==> src/adcpca_pkg.sv <==
// ----------------------------------------------------------------------------
// adcpca_pkg
// Shared types and constants for the ADC preemptive conversion arbiter.
// ----------------------------------------------------------------------------
package adcpca_pkg;

    localparam int OP_W     = 2;
    localparam int COUNT_W  = 16;
    localparam int SAMPLE_W = 12;
    localparam int PHASE_W  = 3;
    localparam int CHAN_W   = 2;
    localparam int SUM_W    = 32;
    localparam int SEQ_W    = 16;

    // Serial adder digit and step counts
    localparam int DIGIT_W     = 4;
    localparam int ADD_STEPS   = SUM_W / DIGIT_W;
    localparam int ADD_CNT_W   = $clog2(ADD_STEPS);
    localparam int DIV_CNT_W   = $clog2(SUM_W);

    localparam logic [SAMPLE_W-1:0] SAMPLE_MAX = 12'h0FFF;

    typedef enum logic [OP_W-1:0] {
        OP_REQUEST  = 2'd0,
        OP_INDUCT   = 2'd1,
        OP_COMPLETE = 2'd2,
        OP_TAKE     = 2'd3
    } op_t;

    localparam logic [PHASE_W-1:0] PH_IDLE  = 3'd0;
    localparam logic [PHASE_W-1:0] PH_FRONT = 3'd1;
    localparam logic [PHASE_W-1:0] PH_REAR  = 3'd2;
    localparam logic [PHASE_W-1:0] PH_HORIZ = 3'd3;
    localparam logic [PHASE_W-1:0] PH_PROX  = 3'd4;

    localparam logic [CHAN_W-1:0] CH_PROX  = 2'd0;
    localparam logic [CHAN_W-1:0] CH_FRONT = 2'd1;
    localparam logic [CHAN_W-1:0] CH_REAR  = 2'd2;
    localparam logic [CHAN_W-1:0] CH_HORIZ = 2'd3;

    // Which running sum the serial adder writes back to
    typedef enum logic [1:0] {
        TGT_FRONT = 2'd0,
        TGT_REAR  = 2'd1,
        TGT_HORIZ = 2'd2,
        TGT_PROX  = 2'd3
    } tgt_t;

    typedef enum logic [3:0] {
        S_IDLE = 4'b0001,
        S_ADD  = 4'b0010,
        S_DIV  = 4'b0100,
        S_DONE = 4'b1000
    } state_t;

endpackage

==> src/adc_preemptive_conversion_arbiter.sv <==
// ----------------------------------------------------------------------------
// adc_preemptive_conversion_arbiter
// Sequences proximity and inductive conversions on one shared ADC.
// ----------------------------------------------------------------------------
// One item is taken at a time and gives exactly one result item, which shows
// the state after the event. Requests, inductive starts, takes and ignored
// completions go from accept straight to the done state, which loads the
// output register. A completion that adds a sample first passes through the
// add state: the sample goes into its 32-bit running sum through a 4-bit
// serial adder, 8 digits at one per cycle, then the done state loads the
// output register. The completion that ends a proximity average runs the
// same serial add, then a restoring divide of the accumulator by the sample
// total, one quotient bit per cycle, then the load. A finished result sits
// in the output register and the next item is accepted while it waits; a
// computed result only stalls if the previous one is still not taken. An
// inductive start preempts proximity work and keeps its remaining sample
// count; a total of 0 gives an average of 0 and an average above 4095
// saturates.
module adc_preemptive_conversion_arbiter (
    input  logic                              clk,
    input  logic                              rst_n,
    input  logic                              in_valid,
    output logic                              in_ready,
    input  logic [adcpca_pkg::OP_W-1:0]       operation,
    input  logic [adcpca_pkg::COUNT_W-1:0]    sample_count,
    input  logic [adcpca_pkg::SAMPLE_W-1:0]   sample,
    output logic                              out_valid,
    input  logic                              out_ready,
    output logic [adcpca_pkg::PHASE_W-1:0]    phase,
    output logic                              start_conversion,
    output logic [adcpca_pkg::CHAN_W-1:0]     conversion_channel,
    output logic                              prox_ready,
    output logic [adcpca_pkg::SAMPLE_W-1:0]   prox_value,
    output logic [adcpca_pkg::SUM_W-1:0]      sum_front,
    output logic [adcpca_pkg::SUM_W-1:0]      sum_rear,
    output logic [adcpca_pkg::SUM_W-1:0]      sum_horizontal,
    output logic [adcpca_pkg::SEQ_W-1:0]      sequence_count
);
    import adcpca_pkg::*;

    // Arbiter state
    state_t                state_reg, state_next;
    logic [PHASE_W-1:0]    ph_reg, ph_next;
    logic [COUNT_W-1:0]    left_reg, left_next;
    logic [COUNT_W-1:0]    total_reg, total_next;
    logic [SUM_W-1:0]      accum_reg, accum_next;
    logic [SAMPLE_W-1:0]   result_reg, result_next;
    logic                  rdy_reg, rdy_next;
    logic [SUM_W-1:0]      front_reg, front_next;
    logic [SUM_W-1:0]      rear_reg, rear_next;
    logic [SUM_W-1:0]      horiz_reg, horiz_next;
    logic [SEQ_W-1:0]      seq_reg, seq_next;
    logic                  start_reg, start_next;
    logic [CHAN_W-1:0]     chan_reg, chan_next;
    tgt_t                  tgt_reg, tgt_next;
    logic                  fin_reg, fin_next;

    // Serial adder
    logic [ADD_CNT_W-1:0]  dig_cnt_reg, dig_cnt_next;
    logic [SUM_W-1:0]      add_a_reg, add_a_next;
    logic [SAMPLE_W-1:0]   add_b_reg, add_b_next;
    logic                  carry_reg, carry_next;
    logic [DIGIT_W:0]      digit_sum;

    // Restoring divider
    logic [DIV_CNT_W-1:0]  div_cnt_reg, div_cnt_next;
    logic [SUM_W-1:0]      q_reg, q_next;
    logic [COUNT_W-1:0]    rem_reg, rem_next;
    logic [COUNT_W:0]      rem_sh;
    logic [COUNT_W:0]      rem_diff;
    logic                  rem_ge;

    // Output register
    logic                  out_valid_reg, out_valid_next;
    logic                  out_load;
    logic [PHASE_W-1:0]    out_phase_reg;
    logic                  out_start_reg;
    logic [CHAN_W-1:0]     out_chan_reg;
    logic                  out_rdy_reg;
    logic [SAMPLE_W-1:0]   out_value_reg;
    logic [SUM_W-1:0]      out_front_reg;
    logic [SUM_W-1:0]      out_rear_reg;
    logic [SUM_W-1:0]      out_horiz_reg;
    logic [SEQ_W-1:0]      out_seq_reg;

    logic [COUNT_W-1:0]    left_dec;

    assign in_ready = (state_reg == S_IDLE);

    // One 4-bit digit of the running sum per cycle, low digit first
    assign digit_sum = {1'b0, add_a_reg[DIGIT_W-1:0]} + {1'b0, add_b_reg[DIGIT_W-1:0]}
                     + {{DIGIT_W{1'b0}}, carry_reg};

    // One quotient bit per cycle
    assign rem_sh   = {rem_reg, q_reg[SUM_W-1]};
    assign rem_ge   = (rem_sh >= {1'b0, total_reg});
    assign rem_diff = rem_sh - {1'b0, total_reg};

    // Proximity countdown never wraps below zero
    assign left_dec = (left_reg != '0) ? left_reg - COUNT_W'(1) : '0;

    // Output register loads when a result is ready and the slot is free
    assign out_load = (state_reg == S_DONE) && (!out_valid_reg || out_ready);

    always_comb
    begin
        state_next   = state_reg;
        ph_next      = ph_reg;
        left_next    = left_reg;
        total_next   = total_reg;
        accum_next   = accum_reg;
        result_next  = result_reg;
        rdy_next     = rdy_reg;
        front_next   = front_reg;
        rear_next    = rear_reg;
        horiz_next   = horiz_reg;
        seq_next     = seq_reg;
        start_next   = start_reg;
        chan_next    = chan_reg;
        tgt_next     = tgt_reg;
        fin_next     = fin_reg;
        dig_cnt_next = dig_cnt_reg;
        add_a_next   = add_a_reg;
        add_b_next   = add_b_reg;
        carry_next   = carry_reg;
        div_cnt_next = div_cnt_reg;
        q_next       = q_reg;
        rem_next     = rem_reg;

        unique case (state_reg)
            S_IDLE:
            begin
                if (in_valid)
                begin
                    start_next   = 1'b0;
                    chan_next    = CH_PROX;
                    fin_next     = 1'b0;
                    state_next   = S_DONE;
                    dig_cnt_next = '0;
                    carry_next   = 1'b0;
                    add_b_next   = sample;
                    unique case (op_t'(operation))
                        OP_REQUEST:
                        begin
                            // Reload counts; start only if the ADC is free
                            left_next  = sample_count;
                            total_next = sample_count;
                            accum_next = '0;
                            rdy_next   = 1'b0;
                            if (ph_reg == PH_IDLE && sample_count != '0)
                            begin
                                ph_next    = PH_PROX;
                                start_next = 1'b1;
                            end
                        end
                        OP_INDUCT:
                        begin
                            // Preempt whatever runs; keep remaining samples
                            ph_next    = PH_FRONT;
                            start_next = 1'b1;
                            chan_next  = CH_FRONT;
                        end
                        OP_COMPLETE:
                        begin
                            case (ph_reg)
                                PH_FRONT:
                                begin
                                    tgt_next   = TGT_FRONT;
                                    add_a_next = front_reg;
                                    state_next = S_ADD;
                                    ph_next    = PH_REAR;
                                    start_next = 1'b1;
                                    chan_next  = CH_REAR;
                                end
                                PH_REAR:
                                begin
                                    tgt_next   = TGT_REAR;
                                    add_a_next = rear_reg;
                                    state_next = S_ADD;
                                    ph_next    = PH_HORIZ;
                                    start_next = 1'b1;
                                    chan_next  = CH_HORIZ;
                                end
                                PH_HORIZ:
                                begin
                                    tgt_next   = TGT_HORIZ;
                                    add_a_next = horiz_reg;
                                    state_next = S_ADD;
                                    seq_next   = seq_reg + SEQ_W'(1);
                                    if (left_reg != '0)
                                    begin
                                        ph_next    = PH_PROX;
                                        start_next = 1'b1;
                                    end
                                    else
                                    begin
                                        ph_next = PH_IDLE;
                                    end
                                end
                                PH_PROX:
                                begin
                                    tgt_next   = TGT_PROX;
                                    add_a_next = accum_reg;
                                    state_next = S_ADD;
                                    left_next  = left_dec;
                                    if (left_dec != '0)
                                    begin
                                        start_next = 1'b1;
                                    end
                                    else
                                    begin
                                        // Last sample: divide after the add
                                        fin_next = 1'b1;
                                        ph_next  = PH_IDLE;
                                    end
                                end
                                default:
                                begin
                                    // Idle or unused phase code: drop the sample
                                end
                            endcase
                        end
                        OP_TAKE:
                        begin
                            rdy_next = 1'b0;
                        end
                        default:
                        begin
                        end
                    endcase
                end
            end
            S_ADD:
            begin
                add_a_next   = {digit_sum[DIGIT_W-1:0], add_a_reg[SUM_W-1:DIGIT_W]};
                add_b_next   = {{DIGIT_W{1'b0}}, add_b_reg[SAMPLE_W-1:DIGIT_W]};
                carry_next   = digit_sum[DIGIT_W];
                dig_cnt_next = dig_cnt_reg + ADD_CNT_W'(1);
                if (dig_cnt_reg == ADD_CNT_W'(ADD_STEPS - 1))
                begin
                    case (tgt_reg)
                        TGT_FRONT: front_next = add_a_next;
                        TGT_REAR:  rear_next  = add_a_next;
                        TGT_HORIZ: horiz_next = add_a_next;
                        default:   accum_next = add_a_next;
                    endcase
                    if (fin_reg)
                    begin
                        q_next       = add_a_next;
                        rem_next     = '0;
                        div_cnt_next = '0;
                        state_next   = S_DIV;
                    end
                    else
                    begin
                        state_next = S_DONE;
                    end
                end
            end
            S_DIV:
            begin
                q_next       = {q_reg[SUM_W-2:0], rem_ge};
                rem_next     = rem_ge ? rem_diff[COUNT_W-1:0] : rem_sh[COUNT_W-1:0];
                div_cnt_next = div_cnt_reg + DIV_CNT_W'(1);
                if (div_cnt_reg == DIV_CNT_W'(SUM_W - 1))
                begin
                    if (total_reg == '0)
                    begin
                        result_next = '0;
                    end
                    else if (q_next[SUM_W-1:SAMPLE_W] != '0)
                    begin
                        result_next = SAMPLE_MAX;
                    end
                    else
                    begin
                        result_next = q_next[SAMPLE_W-1:0];
                    end
                    rdy_next   = 1'b1;
                    state_next = S_DONE;
                end
            end
            S_DONE:
            begin
                if (out_load)
                begin
                    state_next = S_IDLE;
                end
            end
            default:
            begin
                state_next = S_IDLE;
            end
        endcase
    end

    always_comb
    begin
        out_valid_next = out_valid_reg;
        if (out_load)
        begin
            out_valid_next = 1'b1;
        end
        else if (out_ready)
        begin
            out_valid_next = 1'b0;
        end
    end

    always_ff @(posedge clk or negedge rst_n)
    begin
        if (!rst_n)
        begin
            state_reg     <= S_IDLE;
            ph_reg        <= PH_IDLE;
            left_reg      <= '0;
            total_reg     <= '0;
            accum_reg     <= '0;
            result_reg    <= '0;
            rdy_reg       <= 1'b0;
            front_reg     <= '0;
            rear_reg      <= '0;
            horiz_reg     <= '0;
            seq_reg       <= '0;
            start_reg     <= 1'b0;
            chan_reg      <= CH_PROX;
            tgt_reg       <= TGT_FRONT;
            fin_reg       <= 1'b0;
            dig_cnt_reg   <= '0;
            div_cnt_reg   <= '0;
            out_valid_reg <= 1'b0;
        end
        else
        begin
            state_reg     <= state_next;
            ph_reg        <= ph_next;
            left_reg      <= left_next;
            total_reg     <= total_next;
            accum_reg     <= accum_next;
            result_reg    <= result_next;
            rdy_reg       <= rdy_next;
            front_reg     <= front_next;
            rear_reg      <= rear_next;
            horiz_reg     <= horiz_next;
            seq_reg       <= seq_next;
            start_reg     <= start_next;
            chan_reg      <= chan_next;
            tgt_reg       <= tgt_next;
            fin_reg       <= fin_next;
            dig_cnt_reg   <= dig_cnt_next;
            div_cnt_reg   <= div_cnt_next;
            out_valid_reg <= out_valid_next;
        end
    end

    // Datapath shift registers and the output payload hold no reset
    always_ff @(posedge clk)
    begin
        add_a_reg <= add_a_next;
        add_b_reg <= add_b_next;
        carry_reg <= carry_next;
        q_reg     <= q_next;
        rem_reg   <= rem_next;
        if (out_load)
        begin
            out_phase_reg <= ph_reg;
            out_start_reg <= start_reg;
            out_chan_reg  <= chan_reg;
            out_rdy_reg   <= rdy_reg;
            out_value_reg <= result_reg;
            out_front_reg <= front_reg;
            out_rear_reg  <= rear_reg;
            out_horiz_reg <= horiz_reg;
            out_seq_reg   <= seq_reg;
        end
    end

    assign out_valid          = out_valid_reg;
    assign phase              = out_phase_reg;
    assign start_conversion   = out_start_reg;
    assign conversion_channel = out_chan_reg;
    assign prox_ready         = out_rdy_reg;
    assign prox_value         = out_value_reg;
    assign sum_front          = out_front_reg;
    assign sum_rear           = out_rear_reg;
    assign sum_horizontal     = out_horiz_reg;
    assign sequence_count     = out_seq_reg;

endmodule

==> config.mk <==
export PLATFORM = sky130hd
export DESIGN_NAME = adc_preemptive_conversion_arbiter
export DESIGN_NICKNAME = d
export VERILOG_FILES = /design/src/adcpca_pkg.sv /design/src/adc_preemptive_conversion_arbiter.sv
export SDC_FILE = /design/constraint.sdc
export NUM_CORES = 1
export LEC_CHECK = 0
export BUFFER_PORTS_ARGS = -buffer_cell sky130_fd_sc_hd__clkbuf_2
export CORE_MARGIN = 2
export CORE_UTILIZATION = 50
export DETAILED_ROUTE_END_ITERATION = 10
export PLACE_DENSITY = 0.69
export SLEW_MARGIN = 10
export SYNTH_ARGS = -nofsm -noshare
export SYNTH_HDL_FRONTEND = slang
export SYNTH_SLANG_ARGS = --single-unit
export TNS_END_PERCENT = 1
==> constraint.sdc <==
create_clock -name clk -period 9.7 [get_ports clk]
set_clock_uncertainty 0.1 [all_clocks]
set_input_delay 0.485 -clock clk [delete_from_list [all_inputs] [get_ports clk]]
set_output_delay 0.485 -clock clk [all_outputs]
set_load 0.02 [all_outputs]
==> results of run 1 <==
## routing by layer
metal	GRT usage [%]	share of wire, %	vias to the layer above
met5	0	0.016	-
met4	8.49	2.8	2
met3	3.50	6.4	80
met2	36.5	46	484
met1	34.2	44	6376
li1	-	-	5875
## worst max-delay path: cells and delay by family (launching register included)
family / cells / cell delay, ps
AND/OR/NAND/NOR: 2 / 1880
AO/OA/AOI/OAI: 2 / 590
flip-flops: 1 / 510
## through the flow
stage / area, um2 / instances / total power, mW
2_1_floorplan: 18700 / 1519 / 3.50
3_3_place_gp: 19900 / 2092 / 3.87
3_5_place_dp: 19900 / 2092 / 3.92
4_1_cts: 21400 / 2178 / 5.68
5_1_grt: 21400 / 2178 / 5.94
6_report: 21400 / 2178 / 5.65
## area by class of cell
cell class                      count  area [um2]  share of cell area, %
Inverter                           33         124                  0.578
Clock buffer                       63        1290                   6.00
Multi-Input combinational cell    970        6230                   29.0
Timing Repair Buffer              187        1000                   4.66
Tap cell                          468         586                   2.73
Clock inverter                     22         218                   1.02
Sequential cell                   435       12000                   56.0
## cell usage after synthesis (12+ instances only)
| cell type | count | area share [%] |
|---|---|---|
| nand2_1 | 257 | 5.2 |
| edfxtp_1 | 224 | 36 |
| dfrtp_1 | 210 | 28 |
| nor2_1 | 101 | 2.0 |
| o21ai_0 | 101 | 2.7 |
| mux2_2 | 85 | 5.1 |
| clkbuf_1 | 59 | 1.2 |
| a21oi_1 | 44 | 1.2 |
| inv_1 | 33 | 0.66 |
| ha_1 | 30 | 2.0 |
| xnor2_1 | 26 | 1.2 |
| a221oi_1 | 23 | 1.1 |
| o221ai_1 | 23 | 1.1 |
| nor3_1 | 21 | 0.56 |
| o22a_1 | 21 | 0.99 |
| nor4_1 | 18 | 0.60 |
| mux2_1 | 17 | 1.0 |
| nand3_1 | 17 | 0.46 |
| o21ai_1 | 14 | 0.38 |
| mux2i_1 | 13 | 0.70 |
| nor2b_1 | 12 | 0.40 |
## where the power goes
| group | switching (mW) | total (mW) | internal (mW) |
|---|---|---|---|
| registers | 0.220 | 2.47 | 2.25 |
| logic | 0.903 | 1.43 | 0.525 |
| clock network | 0.718 | 1.76 | 1.04 |
## cell usage in the layout, fill, tap and decap left out, types with 21 or more instances in the layout
cell type	n
inv_1	33
nand2_1	256
xnor2_1	26
nor2_1	100
a221oi_1	23
dfrtp_1	210
mux2_2	85
ha_1	30
clkbuf_2	165
clkbuf_16	48
o22a_1	21
o21ai_0	100
edfxtp_1	224
a21oi_1	44
o221ai_1	23
## worst max path at each step
stage | start | to | cells past startpoint
3_3_place_gp | ph_reg[1] | add_a_reg[30] | 4
4_1_cts | ph_reg[2] | add_a_reg[7] | 4
5_1_grt | ph_reg[1] | add_a_reg[13] | 4
6_report | ph_reg[1] | add_a_reg[13] | 4
3_5_place_dp | ph_reg[1] | add_a_reg[7] | 4
2_1_floorplan | state_reg[1] | conversion_channel[0] | 2
## cell families after synthesis
family                   share of synthesized area [%]
buffers and inverters                             2.63
AND/OR/NAND/NOR                                   11.6
XOR/XNOR                                          1.45
multiplexers                                      6.85
AO/OA/AOI/OAI                                     10.9
flip-flops                                        64.3
adder cells (fa/ha/maj)                           2.33
==> flow_summary.yaml, run 1 <==
cells_and_area:
  num_antenna_cells: 0
  syn_to_final_growth_pct: 14.9
  nFillCells: 2980
  post-route-util_pct: 58.4
  drive_above_1_share_pct: 21.3
  fin_nets: 1740
floorplanning:
  initial_core_util_pct: 50.9
  placementRows: 70
  coreArea_um2: 36700
  die_area_um2: 38900
  io_pins: 167
  die_w_um: 197
  die_y_um: 197
route:
  drt_pass1_iterations: 6
  routedWlPerCell_um: 20.6
  drc: 0
  num_vias: 12800
  avgViaCountPerCell: 5.88
  final_antenna_net_count: 0
  wl_mm: 44.9
  initialDrtViolationCount: 1262
worst_setup_path:
  startpoint_type: "flip-flop"
  crit_chain: "nor2b_2 -> nand2_1 -> o221ai_1 -> o21ai_0"
  worstRegToRegCells: 4
  critPathSlowestCell: "nand2_1"
  worstPathMaxFanout: 26
  r2r_start: "ph_reg[1]"
  cp_slowest_stage_delay_ps: 950
  end_kind: "flip-flop"
  cp.required_ps: 9900
  critPathKind: "reg -> reg"
  reg2reg_to: "add_a_reg[13]"
  r2r_slack_ps: 6340
  critPathArrivalTime_ps: 3560
cts:
  cts_resized: 0
  cts.path.max_buffers: 3
  insertion_delay_ps: 570
  cts_tree: "done"
  cts_sinks: 435
  postCtsHoldBufs: 1
  cts.reportedPaths.clkPinSlew_ps: 60
  cts_buffers: 46
  post_cts_buffers: 0
  h-tree-depth: 2
  clockRootBuffer: "clkbuf_16"
synthesis:
  synth_edf_count: 224
  syn-num-nets: 1586
  yosysSeqAreaShare_pct: 64.3
  syn_inst: 1519
  syn-cell-area_um2: 18700
  ys_async_sr_fraction_pct: 48.5
  synth_warnings: 0
  synth_cell_types: 77
  synth_top_flop_cell: "edfxtp_1"
  synth-seq-cells: 435
  avgSynthCellArea_um2: 12.3
grt:
  grt_max_degree: 101
  grt_pass1_wl_mm: 71.1
  grt_pass1_vias: 12400
  grt_antenna_before_repair: 1
  grt_use_total_pct: 23.6
  grt_overflow: 0
timing:
  period_minus_slack_ps: 3360
  fin_crit_sh_pct: 34.7
  tns_ps: 0
  finalHoldViolations: 0
  max_freq_mhz: 297
  setup_ws_ps: 6340
  setup_violations: 0
  rsz0062_at_grt: "no"
  relSlewSlack_pct: 26.8
  timing.hold.ws_ps: 105
  worst_pin_slew_ps: 1090
  maxSlewViolCount: 0
min_path:
  worstHoldPathType: "in -> reg"
  min_path_cells: 3
  holdPathEnd: "left_reg[14]"
  hold_start: "sample_count[14]"
place:
  dpl_worst_slack_ps: 6400
  dp.final_hpwl_mm: 29.5
  io_buffer_count: 166
  gp_congestion: 0.833
pwr:
  leakage_nw: 9.18
  p_per_area_nw_per_um2: 264
  irDropWorstVdd_v: 0.000157
job:
  drv_cap: 0
status:
  status: "finished, final reports clean"
(Power assumes the default switching activity.)
==> run 2: changes to the inputs <==
==> constraint.sdc (replaced) <==
create_clock -name clk -period 3.2 [get_ports clk]
set_clock_uncertainty 0.1 [all_clocks]
set_input_delay 0.16 -clock clk [delete_from_list [all_inputs] [get_ports clk]]
set_output_delay 0.16 -clock clk [all_outputs]
set_load 0.02 [all_outputs]
==> flow_summary.yaml, run 2 (synthesized netlist as in run 1, its figures left out) <==
cts:
  cts_buffers: 44
  cts_resized: 0
  h-tree-depth: 2
  cts.reportedPaths.clkPinSlew_ps: 60
  cts.path.max_buffers: 3
  clockRootBuffer: "clkbuf_16"
  cts_sinks: 435
  insertion_delay_ps: 560
  cts_tree: "done"
route:
  routedWlPerCell_um: 20.1
  drt_pass1_iterations: 5
  wl_mm: 44.7
  num_vias: 12800
  drc: 0
  final_antenna_net_count: 0
  avgViaCountPerCell: 5.76
  initialDrtViolationCount: 931
place:
  placed_area_um2: 20200
  gp_congestion: 0.871
  dp.final_hpwl_mm: 29.8
  dpl.cell_count: 2113
  io_buffer_count: 166
cells_and_area:
  drive_above_1_share_pct: 22.0
  seq_area_um2: 12000
  multiInputGateArea_um2: 6230
  num_antenna_cells: 0
  nFillCells: 2943
  layout_common_cells: "nand2_1, edfxtp_1, dfrtp_1"
  layout_commonest_cell: "nand2_1"
  stdcell_area_um2: 22000
  syn_to_final_growth_pct: 17.7
  final_cells: 2225
  fin_nets: 1789
floorplanning:
  initial_core_util_pct: 50.9
  coreArea_um2: 36700
  die_w_um: 197
  io_pins: 167
  die_y_um: 197
  placementRows: 70
  die_area_um2: 38900
status:
  status: "finished, final reports clean"
worst_setup_path:
  worstPathMaxFanout: 12
  cp.required_ps: 3370
  startpoint_type: "flip-flop"
  end_kind: "flip-flop"
  critPathKind: "reg -> reg"
  worstRegToRegCells: 10
  critPathArrivalTime_ps: 2880
timing:
  rsz0062_at_grt: "no"
  finalHoldViolations: 0
  fin_crit_sh_pct: 84.7
  worst_pin_slew_ps: 1030
  period_minus_slack_ps: 2710
  timing.hold.ws_ps: 135
  relSlewSlack_pct: 30.9
  max_freq_mhz: 369
  maxSlewViolCount: 0
  setup_violations: 0
grt:
  grt_antenna_before_repair: 0
  grt_max_degree: 87
  grt_pass1_wl_mm: 70.1
  grt_overflow: 0
  grt_pass1_vias: 12500
  grt_use_total_pct: 23.2
pwr:
  fin_total_pwr_mw: 17.3
  p_int_mw: 11.7
  switching_power_mw: 5.59
  power_frac_comb_pct: 26.0
  irDropWorstVdd_v: 0.000358
  clkPwrFrac_pct: 30.7
  leakage_nw: 9.43
  p_per_area_nw_per_um2: 788
  switching_share_pct: 32.3
  seq_power_share_pct: 43.3
job:
  drv_cap: 0
min_path:
  min_path_cells: 5
  worstHoldPathType: "in -> reg"
run 2: repair_timing:
item                                   CTS  global route
hold buffers                            31             0
endpoints found under the hold margin  127             0
setup buffers                            0             0
run 2: path summary, 6_finish.rpt:
check / start / to / slack (ps)
min: operation[1] / start_reg / 140
min in group asynchronous: rst_n / front_reg[21] / 170
max: total_reg[11] / rem_reg[12] / 490
min reg2reg: result_reg[5] / prox_value[5] / 350
max reg2reg: total_reg[11] / rem_reg[12] / 490
max in group asynchronous: rst_n / total_reg[9] / 1940
run 2: power by group through the flow:
stage / registers (mW) / clock network (mW) / logic, mW
2_1_floorplan: 7.57 / 0 / 2.98
3_3_place_gp: 7.58 / 0 / 4.37
3_5_place_dp: 7.59 / 0 / 4.44
4_1_cts: 7.49 / 5.42 / 4.51
5_1_grt: 7.59 / 5.63 / 4.95
6_report: 7.49 / 5.32 / 4.50
run 2: critical path: stages (launching register included):
cell and delay [ps]:
dfrtp_1 360, inv_1 60, ha_1 340, a21oi_1 150, nand2_1 120, a221o_1 370
a31oi_1 330, o211ai_1 160, buf_4 230, mux2i_1 160, nor2_1 60
run 2: per-layer routing:
metal	vias up	wire, um	GRT usage [%]
li1	5964	-	-
met1	6387	19800	32.6
met2	404	21200	37.2
met3	70	2590	3.72
met4	0	1070	7.88
met5	-	0	0
run 2: final cells by class:
| class | count | share of cell area, % |
|---|---|---|
| tap | 468 | 2.66 |
| sequential | 435 | 54.6 |
| timing repair buffer | 238 | 6.92 |
| multi-input combinational | 970 | 28.3 |
| clock inverter | 18 | 1.04 |
| inverter | 33 | 0.564 |
| clock buffer | 63 | 5.85 |
run 2: stage by stage:
step                      util [%]  setup slack (ps)  TNS (ps)
after detailed placement      54.9               506         0
after global routing          59.9               283         0
after global placement        54.9               577         0
final                         59.9               491         0
after CTS                     59.9               489         0
after floorplan                  -              -409    -53570
